$ cat config.mk
export PLATFORM = sky130hd
export DESIGN_NAME = led_table_blink_controller_top
export DESIGN_NICKNAME = d
export VERILOG_FILES = /design/src/rtl/ledtbc_pkg.sv /design/src/rtl/led_table_blink_controller_top.sv
export SDC_FILE = /design/constraint.sdc
export NUM_CORES = 1
export LEC_CHECK = 0
export BUFFER_PORTS_ARGS = -buffer_cell sky130_fd_sc_hd__buf_2
export CAP_MARGIN = 10
export CORE_MARGIN = 2
export CORE_UTILIZATION = 40
export CTS_CLUSTER_SIZE = 10
export DETAILED_ROUTE_END_ITERATION = 8
export PLACE_DENSITY = 0.59
export SLEW_MARGIN = 0
export SYNTH_ARGS = -nofsm -noshare
export SYNTH_HDL_FRONTEND = slang
export SYNTH_SLANG_ARGS = --single-unit
$ cat constraint.sdc
create_clock -name clk -period 5.5 [get_ports clk]
set_input_delay 0.275 -clock clk [delete_from_list [all_inputs] [get_ports clk]]
set_output_delay 0.275 -clock clk [all_outputs]
set_load 0.01 [all_outputs]
$ cat src/rtl/ledtbc_pkg.sv
// Package for the LED table blink controller.
// Holds the command and status codes, the field widths and the default sizes.
// No dependencies.
package ledtbc_pkg;

  localparam int MAX_LEDS_DEF  = 8;
  localparam int NUM_PORTS_DEF = 11;

  // At most this many results are reported for one timer tick.
  localparam int RESULT_LIMIT = 8;

  localparam int ACT_W  = 3;
  localparam int PORT_W = 4;
  localparam int PIN_W  = 4;
  localparam int BCNT_W = 8;
  localparam int STAT_W = 3;
  localparam int VAL_W  = 8;

  localparam logic [PORT_W-1:0] PORT_G         = 4'd6;
  localparam logic [PIN_W-1:0]  PIN_MAX        = 4'd7;
  localparam logic [PIN_W-1:0]  PORT_G_PIN_MAX = 4'd5;
  localparam logic [BCNT_W-1:0] COUNT_SAT      = 8'd127;

  typedef enum logic [ACT_W-1:0] {
    ACT_REG    = 3'd0,
    ACT_ON     = 3'd1,
    ACT_OFF    = 3'd2,
    ACT_TOGGLE = 3'd3,
    ACT_BLINK  = 3'd4,
    ACT_TICK   = 3'd5
  } act_t;

  typedef enum logic [STAT_W-1:0] {
    ST_OK   = 3'd0,
    ST_PORT = 3'd1,
    ST_PIN  = 3'd2,
    ST_FULL = 3'd3,
    ST_DUP  = 3'd4
  } stat_t;

  typedef enum logic [5:0] {
    S_IDLE  = 6'b000001,
    S_SCAN  = 6'b000010,
    S_APPLY = 6'b000100,
    S_RESP  = 6'b001000,
    S_TICK  = 6'b010000,
    S_EMIT  = 6'b100000
  } fsm_t;

endpackage

$ cat src/rtl/led_table_blink_controller_top.sv
// A command gives its single result after one walk over the table, one update state and
// one result state (S_SCAN, S_APPLY, S_RESP); a bad port or pin goes straight to S_RESP.
// A timer tick walks the table twice: once to flip, then again to report, one result
// per cycle while the output is not stalled; a tick that flips nothing reports nothing.
// A new command or tick is taken only once the block is back in idle; the single table
// walker serves both. Reset clears the ports, the blink flags and the entry count.
// Top level of the LED table blink controller. Uses ledtbc_pkg.
module led_table_blink_controller_top #(
  parameter int MAX_LEDS  = ledtbc_pkg::MAX_LEDS_DEF,
  parameter int NUM_PORTS = ledtbc_pkg::NUM_PORTS_DEF
) (
  input  logic                            clk,
  input  logic                            rst_n,
  input  logic                            in_valid,
  output logic                            in_stall,
  input  logic [ledtbc_pkg::ACT_W-1:0]    in_action,
  input  logic [ledtbc_pkg::PORT_W-1:0]   in_port_index,
  input  logic [ledtbc_pkg::PIN_W-1:0]    in_pin_index,
  input  logic [ledtbc_pkg::BCNT_W-1:0]   in_blink_count,
  output logic                            out_valid,
  input  logic                            out_stall,
  output logic [ledtbc_pkg::STAT_W-1:0]   out_status,
  output logic [ledtbc_pkg::PORT_W-1:0]   out_port_sel,
  output logic [ledtbc_pkg::VAL_W-1:0]    out_port_value,
  output logic                            out_last
);

  localparam int IDX_W  = (MAX_LEDS > 1) ? $clog2(MAX_LEDS) : 1;
  localparam int USED_W = $clog2(MAX_LEDS + 1);
  localparam int PSEL_W = (NUM_PORTS > 1) ? $clog2(NUM_PORTS) : 1;
  localparam int NREP_W = $clog2(ledtbc_pkg::RESULT_LIMIT + 1);
  localparam logic [IDX_W-1:0]  LAST_IDX = IDX_W'(MAX_LEDS - 1);
  localparam logic [USED_W-1:0] USED_MAX = USED_W'(MAX_LEDS);
  localparam logic [NREP_W-1:0] REP_MAX  = NREP_W'(ledtbc_pkg::RESULT_LIMIT);

  localparam int CNT_W = ledtbc_pkg::BCNT_W;
  localparam int VAL_W = ledtbc_pkg::VAL_W;

  ledtbc_pkg::fsm_t state_r, state_nxt;

  // Port output registers.
  logic [VAL_W-1:0] port_out_r [NUM_PORTS];

  // LED table.
  logic [PSEL_W-1:0] ent_port_r  [MAX_LEDS];
  logic [PSEL_W-1:0] ent_port_nxt[MAX_LEDS];
  logic [2:0]        ent_pin_r   [MAX_LEDS];
  logic [2:0]        ent_pin_nxt [MAX_LEDS];
  logic [CNT_W-1:0]  ent_cnt_r   [MAX_LEDS];
  logic [CNT_W-1:0]  ent_cnt_nxt [MAX_LEDS];
  logic [MAX_LEDS-1:0] ent_blink_r, ent_blink_nxt;
  logic [USED_W-1:0]   used_r, used_nxt;

  // Latched command.
  ledtbc_pkg::act_t  cmd_act_r, cmd_act_nxt;
  logic [PSEL_W-1:0] cmd_port_r, cmd_port_nxt;
  logic [2:0]        cmd_pin_r, cmd_pin_nxt;
  logic [6:0]        cmd_cnt_r, cmd_cnt_nxt;

  // Table walker.
  logic [IDX_W-1:0]    idx_r, idx_nxt;
  logic                hit_r, hit_nxt;
  logic [IDX_W-1:0]    hit_idx_r, hit_idx_nxt;
  logic [MAX_LEDS-1:0] flip_r, flip_nxt;
  logic [NREP_W-1:0]   nflip_r, nflip_nxt;
  logic [NREP_W-1:0]   nemit_r, nemit_nxt;

  // Pending single result of a command.
  ledtbc_pkg::stat_t res_status_r, res_status_nxt;
  logic [ledtbc_pkg::PORT_W-1:0] res_sel_r, res_sel_nxt;
  logic [VAL_W-1:0]  res_value_r, res_value_nxt;

  // Output register.
  logic                          out_valid_r;
  logic [ledtbc_pkg::STAT_W-1:0] out_status_r;
  logic [ledtbc_pkg::PORT_W-1:0] out_sel_r;
  logic [VAL_W-1:0]              out_value_r;
  logic                          out_last_r;

  logic                          out_load;
  ledtbc_pkg::stat_t             load_status;
  logic [ledtbc_pkg::PORT_W-1:0] load_sel;
  logic [VAL_W-1:0]              load_value;
  logic                          load_last;
  logic                          out_free;

  // Single write port into the port registers.
  logic              pw_en;
  logic [PSEL_W-1:0] pw_addr;
  logic [VAL_W-1:0]  pw_data;

  // Shared read path.
  logic [PSEL_W-1:0] cur_port;
  logic [2:0]        cur_pin;
  logic [CNT_W-1:0]  cur_cnt;
  logic              cur_blink;
  logic [PSEL_W-1:0] rd_addr;
  logic [VAL_W-1:0]  rd_val;
  logic [VAL_W-1:0]  cmd_mask;
  logic [VAL_W-1:0]  cur_mask;

  // Input checks.
  logic              in_port_bad;
  logic              in_pin_bad;
  ledtbc_pkg::act_t  in_act;

  assign in_act      = ledtbc_pkg::act_t'(in_action);
  assign in_port_bad = ({1'b0, in_port_index} >= (ledtbc_pkg::PORT_W + 1)'(NUM_PORTS));
  assign in_pin_bad  = (in_pin_index > ledtbc_pkg::PIN_MAX) ||
                       (in_port_index == ledtbc_pkg::PORT_G &&
                        in_pin_index > ledtbc_pkg::PORT_G_PIN_MAX);

  assign cur_port  = ent_port_r[idx_r];
  assign cur_pin   = ent_pin_r[idx_r];
  assign cur_cnt   = ent_cnt_r[idx_r];
  assign cur_blink = ent_blink_r[idx_r];
  assign rd_addr   = (state_r == ledtbc_pkg::S_APPLY) ? cmd_port_r : cur_port;
  assign rd_val    = port_out_r[rd_addr];
  assign cmd_mask  = VAL_W'(1) << cmd_pin_r;
  assign cur_mask  = VAL_W'(1) << cur_pin;

  assign out_free = !out_valid_r || !out_stall;
  assign in_stall = (state_r != ledtbc_pkg::S_IDLE);

  always_comb begin
    state_nxt      = state_r;
    ent_port_nxt   = ent_port_r;
    ent_pin_nxt    = ent_pin_r;
    ent_cnt_nxt    = ent_cnt_r;
    ent_blink_nxt  = ent_blink_r;
    used_nxt       = used_r;
    cmd_act_nxt    = cmd_act_r;
    cmd_port_nxt   = cmd_port_r;
    cmd_pin_nxt    = cmd_pin_r;
    cmd_cnt_nxt    = cmd_cnt_r;
    idx_nxt        = idx_r;
    hit_nxt        = hit_r;
    hit_idx_nxt    = hit_idx_r;
    flip_nxt       = flip_r;
    nflip_nxt      = nflip_r;
    nemit_nxt      = nemit_r;
    res_status_nxt = res_status_r;
    res_sel_nxt    = res_sel_r;
    res_value_nxt  = res_value_r;
    pw_en          = 1'b0;
    pw_addr        = rd_addr;
    pw_data        = rd_val;
    out_load       = 1'b0;
    load_status    = res_status_r;
    load_sel       = res_sel_r;
    load_value     = res_value_r;
    load_last      = 1'b1;

    case (state_r)
      ledtbc_pkg::S_IDLE: begin
        if (in_valid) begin
          cmd_act_nxt  = in_act;
          cmd_port_nxt = in_port_index[PSEL_W-1:0];
          cmd_pin_nxt  = in_pin_index[2:0];
          cmd_cnt_nxt  = (in_blink_count > ledtbc_pkg::COUNT_SAT) ?
                         ledtbc_pkg::COUNT_SAT[6:0] : in_blink_count[6:0];
          idx_nxt      = '0;
          case (in_act)
            ledtbc_pkg::ACT_TICK: begin
              flip_nxt  = '0;
              nflip_nxt = '0;
              state_nxt = ledtbc_pkg::S_TICK;
            end
            ledtbc_pkg::ACT_REG, ledtbc_pkg::ACT_ON, ledtbc_pkg::ACT_OFF,
            ledtbc_pkg::ACT_TOGGLE, ledtbc_pkg::ACT_BLINK: begin
              res_sel_nxt   = '0;
              res_value_nxt = '0;
              hit_nxt       = 1'b0;
              if (in_port_bad) begin
                res_status_nxt = ledtbc_pkg::ST_PORT;
                state_nxt      = ledtbc_pkg::S_RESP;
              end else if (in_pin_bad) begin
                res_status_nxt = ledtbc_pkg::ST_PIN;
                state_nxt      = ledtbc_pkg::S_RESP;
              end else begin
                state_nxt = ledtbc_pkg::S_SCAN;
              end
            end
            default: begin
            end
          endcase
        end
      end

      ledtbc_pkg::S_SCAN: begin
        if (USED_W'(idx_r) < used_r && !hit_r &&
            cur_port == cmd_port_r && cur_pin == cmd_pin_r) begin
          hit_nxt     = 1'b1;
          hit_idx_nxt = idx_r;
        end
        if (idx_r == LAST_IDX) begin
          state_nxt = ledtbc_pkg::S_APPLY;
        end else begin
          idx_nxt = idx_r + 1'b1;
        end
      end

      ledtbc_pkg::S_APPLY: begin
        res_status_nxt = ledtbc_pkg::ST_OK;
        res_sel_nxt    = ledtbc_pkg::PORT_W'(cmd_port_r);
        res_value_nxt  = rd_val;
        pw_addr        = cmd_port_r;
        state_nxt      = ledtbc_pkg::S_RESP;
        case (cmd_act_r)
          ledtbc_pkg::ACT_REG: begin
            if (used_r == USED_MAX) begin
              res_status_nxt = ledtbc_pkg::ST_FULL;
              res_sel_nxt    = '0;
              res_value_nxt  = '0;
            end else if (hit_r) begin
              res_status_nxt = ledtbc_pkg::ST_DUP;
              res_sel_nxt    = '0;
              res_value_nxt  = '0;
            end else begin
              ent_port_nxt[used_r[IDX_W-1:0]]  = cmd_port_r;
              ent_pin_nxt[used_r[IDX_W-1:0]]   = cmd_pin_r;
              ent_cnt_nxt[used_r[IDX_W-1:0]]   = '0;
              ent_blink_nxt[used_r[IDX_W-1:0]] = 1'b0;
              used_nxt      = used_r + 1'b1;
              pw_en         = 1'b1;
              pw_data       = rd_val & ~cmd_mask;
              res_value_nxt = rd_val & ~cmd_mask;
            end
          end
          ledtbc_pkg::ACT_ON, ledtbc_pkg::ACT_OFF, ledtbc_pkg::ACT_TOGGLE: begin
            if (hit_r) begin
              ent_blink_nxt[hit_idx_r] = 1'b0;
            end
            pw_en = 1'b1;
            if (cmd_act_r == ledtbc_pkg::ACT_ON) begin
              pw_data = rd_val | cmd_mask;
            end else if (cmd_act_r == ledtbc_pkg::ACT_OFF) begin
              pw_data = rd_val & ~cmd_mask;
            end else begin
              pw_data = rd_val ^ cmd_mask;
            end
            res_value_nxt = pw_data;
          end
          ledtbc_pkg::ACT_BLINK: begin
            if (hit_r) begin
              ent_cnt_nxt[hit_idx_r]   = {cmd_cnt_r, 1'b0};
              ent_blink_nxt[hit_idx_r] = (cmd_cnt_r != '0);
            end
          end
          default: begin
          end
        endcase
      end

      ledtbc_pkg::S_RESP: begin
        if (out_free) begin
          out_load  = 1'b1;
          state_nxt = ledtbc_pkg::S_IDLE;
        end
      end

      ledtbc_pkg::S_TICK: begin
        if (cur_blink) begin
          ent_cnt_nxt[idx_r] = cur_cnt - 1'b1;
          if (cur_cnt == CNT_W'(1)) begin
            ent_blink_nxt[idx_r] = 1'b0;
          end
          pw_en   = 1'b1;
          pw_data = rd_val ^ cur_mask;
          if (nflip_r < REP_MAX) begin
            flip_nxt[idx_r] = 1'b1;
            nflip_nxt       = nflip_r + 1'b1;
          end
        end
        if (idx_r == LAST_IDX) begin
          idx_nxt   = '0;
          nemit_nxt = '0;
          state_nxt = (nflip_nxt == '0) ? ledtbc_pkg::S_IDLE : ledtbc_pkg::S_EMIT;
        end else begin
          idx_nxt = idx_r + 1'b1;
        end
      end

      ledtbc_pkg::S_EMIT: begin
        // Port values are final here, so each flipped entry reports its port as is.
        if (flip_r[idx_r]) begin
          if (out_free) begin
            out_load    = 1'b1;
            load_status = ledtbc_pkg::ST_OK;
            load_sel    = ledtbc_pkg::PORT_W'(cur_port);
            load_value  = rd_val;
            load_last   = (nemit_r + 1'b1 == nflip_r);
            nemit_nxt   = nemit_r + 1'b1;
            if (load_last || idx_r == LAST_IDX) begin
              state_nxt = ledtbc_pkg::S_IDLE;
            end else begin
              idx_nxt = idx_r + 1'b1;
            end
          end
        end else if (idx_r == LAST_IDX) begin
          state_nxt = ledtbc_pkg::S_IDLE;
        end else begin
          idx_nxt = idx_r + 1'b1;
        end
      end

      default: begin
        state_nxt = ledtbc_pkg::S_IDLE;
      end
    endcase
  end

  always_ff @(posedge clk) begin
    if (!rst_n) begin
      state_r     <= ledtbc_pkg::S_IDLE;
      used_r      <= '0;
      ent_blink_r <= '0;
      out_valid_r <= 1'b0;
      for (int p = 0; p < NUM_PORTS; p++) begin
        port_out_r[p] <= '0;
      end
    end else begin
      state_r     <= state_nxt;
      used_r      <= used_nxt;
      ent_blink_r <= ent_blink_nxt;
      if (pw_en) begin
        port_out_r[pw_addr] <= pw_data;
      end
      if (out_load) begin
        out_valid_r <= 1'b1;
      end else if (!out_stall) begin
        out_valid_r <= 1'b0;
      end
    end
  end

  always_ff @(posedge clk) begin
    ent_port_r   <= ent_port_nxt;
    ent_pin_r    <= ent_pin_nxt;
    ent_cnt_r    <= ent_cnt_nxt;
    cmd_act_r    <= cmd_act_nxt;
    cmd_port_r   <= cmd_port_nxt;
    cmd_pin_r    <= cmd_pin_nxt;
    cmd_cnt_r    <= cmd_cnt_nxt;
    idx_r        <= idx_nxt;
    hit_r        <= hit_nxt;
    hit_idx_r    <= hit_idx_nxt;
    flip_r       <= flip_nxt;
    nflip_r      <= nflip_nxt;
    nemit_r      <= nemit_nxt;
    res_status_r <= res_status_nxt;
    res_sel_r    <= res_sel_nxt;
    res_value_r  <= res_value_nxt;
    if (out_load) begin
      out_status_r <= load_status;
      out_sel_r    <= load_sel;
      out_value_r  <= load_value;
      out_last_r   <= load_last;
    end
  end

  assign out_valid      = out_valid_r;
  assign out_status     = out_status_r;
  assign out_port_sel   = out_sel_r;
  assign out_port_value = out_value_r;
  assign out_last       = out_last_r;

  // The table never holds more entries than it has room for.
  assert property (@(posedge clk) disable iff (!rst_n) used_r <= USED_MAX)
    else $error("LED table count exceeds its depth");

  // A rejected command reports neither a port nor a value.
  assert property (@(posedge clk) disable iff (!rst_n)
    out_valid_r && out_status_r != ledtbc_pkg::ST_OK |-> out_sel_r == '0 && out_value_r == '0)
    else $error("Error result carries a port or value");

  // A tick never reports more results than it flipped entries.
  assert property (@(posedge clk) disable iff (!rst_n)
    state_r == ledtbc_pkg::S_EMIT |-> nemit_r < nflip_r && nflip_r <= REP_MAX)
    else $error("Tick report count out of range");

  // A taken command or tick keeps the block busy in the next cycle.
  assert property (@(posedge clk) disable iff (!rst_n)
    in_valid && !in_stall && in_action <= ledtbc_pkg::ACT_TICK |=>
    state_r != ledtbc_pkg::S_IDLE)
    else $error("Accepted item was dropped");

  // A blinking entry always has toggles left to run.
  for (genvar g = 0; g < MAX_LEDS; g++) begin : g_blink_chk
    assert property (@(posedge clk) disable iff (!rst_n)
      ent_blink_r[g] |-> ent_cnt_r[g] != '0)
      else $error("Blinking entry with zero count");
  end

endmodule
Word level (Yosys, flattened, before mapping):

Memory sizes are Yosys's and may differ from the RTL's.
Cells that the tools add are included.

* input port bits: 23
* register bits: 210
* memories: 1
* bits in writable memories: 88
* word-level logic and storage cells: 323

* muxes and demuxes: 142
* shifts and indexed selects: 2
* $add $sub $neg: 5
* order comparisons: 18
* reduce and logical (&&, ||, !) cells: 43
* equality and inequality tests: 48
* bitwise logic cells: 19

Memories
* port_out_r: words 11, bits a word 8, rd ports 1, clocked after memory_dff 0, wr ports 11, line led_table_blink_controller_top.sv:42 `logic [VAL_W-1:0] port_out_r [NUM_PORTS];`

Operators with widths (number)
* $mux 64: 4
* $pmux 64 s2: 2
* $mux 8: 28
* $bwmux 64: 2
* $mux 4: 24
* $pmux 8 s2: 6
* $demux 8 s3: 3
* $and 64x64->64: 1
* $not 64->64: 1
* $mux 3: 19
* $mux 6: 9
* $pmux 6 s6: 1
* $and 8x8->8: 4
* $bwmux 32: 1
* $not 8->8: 4
* $ne 3x3->1 const B: 9
* $bmux 8 s3: 1
* $bwmux 24: 1
* $pmux 4 s2: 3
* $pmux 8 s3: 1
* $mux 1: 20
* $ne 2x2->1 const B: 10
* $reduce_and 4->1: 5
* $ge 4x4->1 const B: 4
* 60 further kinds: 114

Depth between registers and ports, before layout:

An unclocked memory read counts as a cell.

* depth in word-level cells: 12
* depth in mapped cells: 22
* depth with buffers taken out: 16

Least setup slack after synthesis:

Ideal clock, no wire load.

* path kind: reg2reg
* start point: register idx_r[0]
* end point: memory port_out_r[11][6] (data pin)
* required time: 5216 ps
* data arrival time: 3771 ps
* period minus slack after synthesis: 4055 ps
* slack: 1445 ps
* path buffers: 5
* setup time: 284 ps
* stages on the path, launching flop included: 20
* cells stage by stage: edfxtp_1 -> buf_6 -> buf_8 -> nor2b_1 -> a22o_1 -> o41ai_4 -> buf_4 -> buf_4 -> mux2i_1 -> a311oi_1 -> nor4_1 -> and2_1 -> inv_1 -> ha_1 -> mux2i_1 -> nand2_1 -> o21ai_0 -> a32oi_1 -> buf_2 -> nor2_1

RTL lines
* start: declaration: line led_table_blink_controller_top.sv:61 `logic [IDX_W-1:0] idx_r, idx_nxt;`
* start signal: assignment: line led_table_blink_controller_top.sv:345 `idx_r <= idx_nxt;`
* end: declaration: line led_table_blink_controller_top.sv:42

==> results.py <==
metrics = {
    "status": {
        "outcome": "finished, final reports clean",
    },
    "timing": {
        "setup_viol": 0,
        "rsz0062_at_grt": "false",
        "worst_slew_pin_slew_ns": 1.296,
        "drv_slew": 0,
        "holdWs_ns": 0.04677,
        "worst_slack_ns": 0.2364,
        "hold_violations": 0,
        "fin_setup_tns_ns": 0,
        "post-route-period-util": 0.9570,
        "fin_skew_ns": 0.02073,
        "fmax_mhz": 190.0,
        "max_slew_margin": 0.1299,
        "fin_crit_ns": 5.264,
    },
    "power_and_ir_drop": {
        "leakage_nw": 7.081,
        "power_density_mw_per_mm2": 508.0,
        "vdd_drop_max_v": 0.0002515,
        "total_power_mw": 10.20,
    },
    "place": {
        "place_congestion": 0.9344,
        "port_buffers": 40,
        "pre_cts_ws_ns": 0.3482,
        "placed_area_mm2": 0.01869,
        "dpl.hpwl_um": 39790,
    },
    "setup_path": {
        "cp.arrival_ns": 5.57,
        "path_max_fanout": 21,
        "r2r-end": "port_out_r[5][7]$_SDFFCE_PN0P_",
        "crit_type": "register to register",
        "cp-start-kind": "register",
        "setup.worst_path.end": "port_out_r[5][7]$_SDFFCE_PN0P_",
        "reg2reg_depth": 16,
        "r2r_setup_slack_ns": 0.24,
        "r2r_start": "idx_r[2]$_SDFFCE_PN0P_",
        "crit_path_start": "idx_r[2]$_SDFFCE_PN0P_",
        "cp.required_ns": 5.80,
        "end_kind": "register",
    },
    "synth": {
        "seq_area_frac_synth": 0.5570,
        "syn_avg_cell_area_um2": 11.02,
        "netlist_instances": 1609,
        "async_reset_ff_frac": 0,
        "synth_nets": 1660,
        "ys_warn_count": 0,
        "synth_edf_count": 311,
        "synth_flop_cell": "edfxtp_1",
        "syn_area_mm2": 0.01774,
        "ys_ff_latch": 338,
        "yosysUniqueCellTypes": 86,
    },
    "clock_tree": {
        "post_cts_buffers": 0,
        "cts.sinks": 338,
        "htreeDepth": 2,
        "worstSkewPairLatency_ns": 0.58,
        "tritoncts": "built",
        "cts_buffer_depth": 3,
        "numCtsBuffers": 41,
        "path_clk_slew_ns": 0.05,
        "root_buffer": "clkbuf_16",
    },
    "floorplan": {
        "dieArea_mm2": 0.04604,
        "start_util": 0.4029,
        "die_w_um": 214.6,
        "rows": 77,
        "pin_count": 41,
        "coreArea_mm2": 0.04403,
        "fp.dieH_um": 214.6,
    },
    "drt": {
        "first_pass_iters": 6,
        "via_per_inst": 6.241,
        "drcViolationCount": 0,
        "vias": 14280,
        "wl_per_cell_um": 25.02,
        "ant_nets": 0,
        "drtIter0Drc": 2059,
        "wl_um": 57260,
    },
    "worst_hold_path": {
        "hold_class": "input pin to register",
        "hold_path.startpoint": "in_blink_count[7]",
    },
    "global_route": {
        "grt.busiest_layer": "met1",
        "grtUsageTotal": 0.2454,
        "grt_use_met2": 0.3462,
        "grt_pass1_vias": 13403,
        "grt_max_degree": 49,
        "antenna_found_initial": 0,
        "use_met1": 0.3671,
        "grt_pass1_wl_um": 86240,
        "grt_use_met3": 0.06411,
        "grt_overflow": 0,
    },
    "final_layout": {
        "stdcell_area_mm2": 0.02009,
        "syn2layout_area_growth_pct": 13.24,
        "drive_gt1_frac": 0.1297,
        "diodes": 0,
        "nets": 1717,
    },
    "run": {
        "drv_cap": 0,
    },
}
## routing by layer
metal  part of all wire  routed length [µm]  vias up
met4              0.028                1620        0
met1               0.45               25700     7058
met2               0.41               23750      822
met5                  0                   0        -
li1                   -                   -     6275
met3               0.11                6179      125
## sequential cells by signal (all words and copies together), names as in the netlist, 6 cells and up
| register | flops |
|---|---|
| port_out_r | 128 |
| ent_cnt_r | 64 |
| ent_port_r | 32 |
| ent_pin_r | 24 |
| ent_blink_r | 8 |
| flip_r | 8 |
| out_port_value | 8 |
| res_value_r | 8 |
| cmd_cnt_r | 7 |
| state_r | 6 |
## cells in the mapped netlist (all sizes together), types with 5 or more instances
cell type  number  area [µm²]
dfxtp          27       540.5
nand3b         13       97.59
edfxtp        311        9339
clkbuf         55       206.5
and2           25       156.4
a211oi         20       167.7
a22oi          66       495.5
mux2i          58       580.6
o22ai          60       375.4
xor2           11       96.34
buf            58       346.6
mux2           17       191.4
a31oi          24       156.4
nor3           30       155.1
o21a           10       75.07
a21boi          5       37.53
nor4           21       131.4
inv            26       97.59
xnor2          15       131.4
and3           17       106.4
nand2         177       669.4
a221o           5       50.05
nand2b         11       68.82
nand3          43       215.2
a211o           7       61.31
a221oi         20       198.9
nor2b          16       100.1
o21ai          69       349.1
o211a           7       70.07
ha             28       350.3
nand4           7       43.79
a21oi          64       324.1
nor3b           9       67.56
nor2          164       634.4
or3            14       87.58
or2            12       75.07
a311oi         22       192.7
## where the power goes
group          total, mW  switching, mW  internal, mW
combinational       4.57           3.08          1.50
sequential          3.11          0.150          2.96
clock               2.52           1.07          1.45
total               10.2           4.29          5.91
## cell families (layout without fill, tap and decap cells)
group | after synthesis | after routing | synth area share
multiplexers | 79 | 79 | 0.04860
XOR/XNOR | 26 | 26 | 0.01284
buffers and inverters | 140 | 227 | 0.03689
AND/OR/NAND/NOR | 576 | 576 | 0.1557
adder cells (fa/ha/maj) | 28 | 28 | 0.01975
AO/OA/AOI/OAI | 422 | 422 | 0.1692
flip-flops | 338 | 338 | 0.5570
## layout make-up
class / instances / area (µm²)
Clock buffer: 65 / 1126
Clock inverter: 8 / 87.58
Fill cell: 4035 / 23940
Inverter: 27 / 101.3
Multi-Input combinational cell: 1131 / 7229
Sequential cell: 338 / 9879
Tap cell: 592 / 740.7
Timing Repair Buffer: 127 / 920.9
## cell usage in the layout, fill, tap and decap left out, drive strengths merged, types with 22 or more instances in the layout
cell type	netlist	final
a21oi	64	64
a22oi	66	66
a311oi	22	22
a31oi	24	24
and2	25	25
buf	58	110
clkbuf	55	65
dfxtp	27	27
edfxtp	311	311
ha	28	28
inv	26	27
mux2i	58	58
nand2	177	177
nand3	43	43
nor2	164	164
nor3	30	30
o21ai	69	69
o22ai	60	60
## stage by stage
stage | util | std cells
detailed placement | 0.4246 | 2198
CTS | 0.4560 | 2288
finish | 0.4562 | 2288
global placement | 0.4246 | 2198
floorplan | - | 1609
global route | 0.4562 | 2288
## critical path, cell delays in order, from the launching register on
cell and delay [ns]:
edfxtp_1 0.78, mux2_2 0.42, mux4_2 0.54, a31oi_2 0.18, buf_4 0.19, nand2_1 0.20
buf_4 0.22, o221ai_1 0.43, buf_4 0.22, o21ai_1 0.12, ha_1 0.31, mux2i_1 0.06
mux2i_1 0.31, o2bb2ai_1 0.12, a211oi_1 0.51, buf_4 0.29, nor2_1 0.06
## repair_timing
item,4_1_cts,5_1_grt
setup endpoints to repair,0,6
hold buffers,17,0
gates resized for setup,0,1
endpoints found under the hold margin,17,0
## worst min-delay path by stage
stage                     cells past startpoint                        endpoint
after floorplan                               0          cmd_act_r[0]$_DFFE_PP_
after global placement                        2  port_out_r[10][0]$_SDFFE_PN0P_
after detailed placement                      2  port_out_r[10][6]$_SDFFE_PN0P_
after CTS                                     2      cmd_cnt_r[3]$_SDFFCE_PN1P_
after global routing                          2      cmd_cnt_r[2]$_SDFFCE_PN1P_
final                                         2      cmd_cnt_r[3]$_SDFFCE_PN1P_
(Power assumes the default switching activity.)
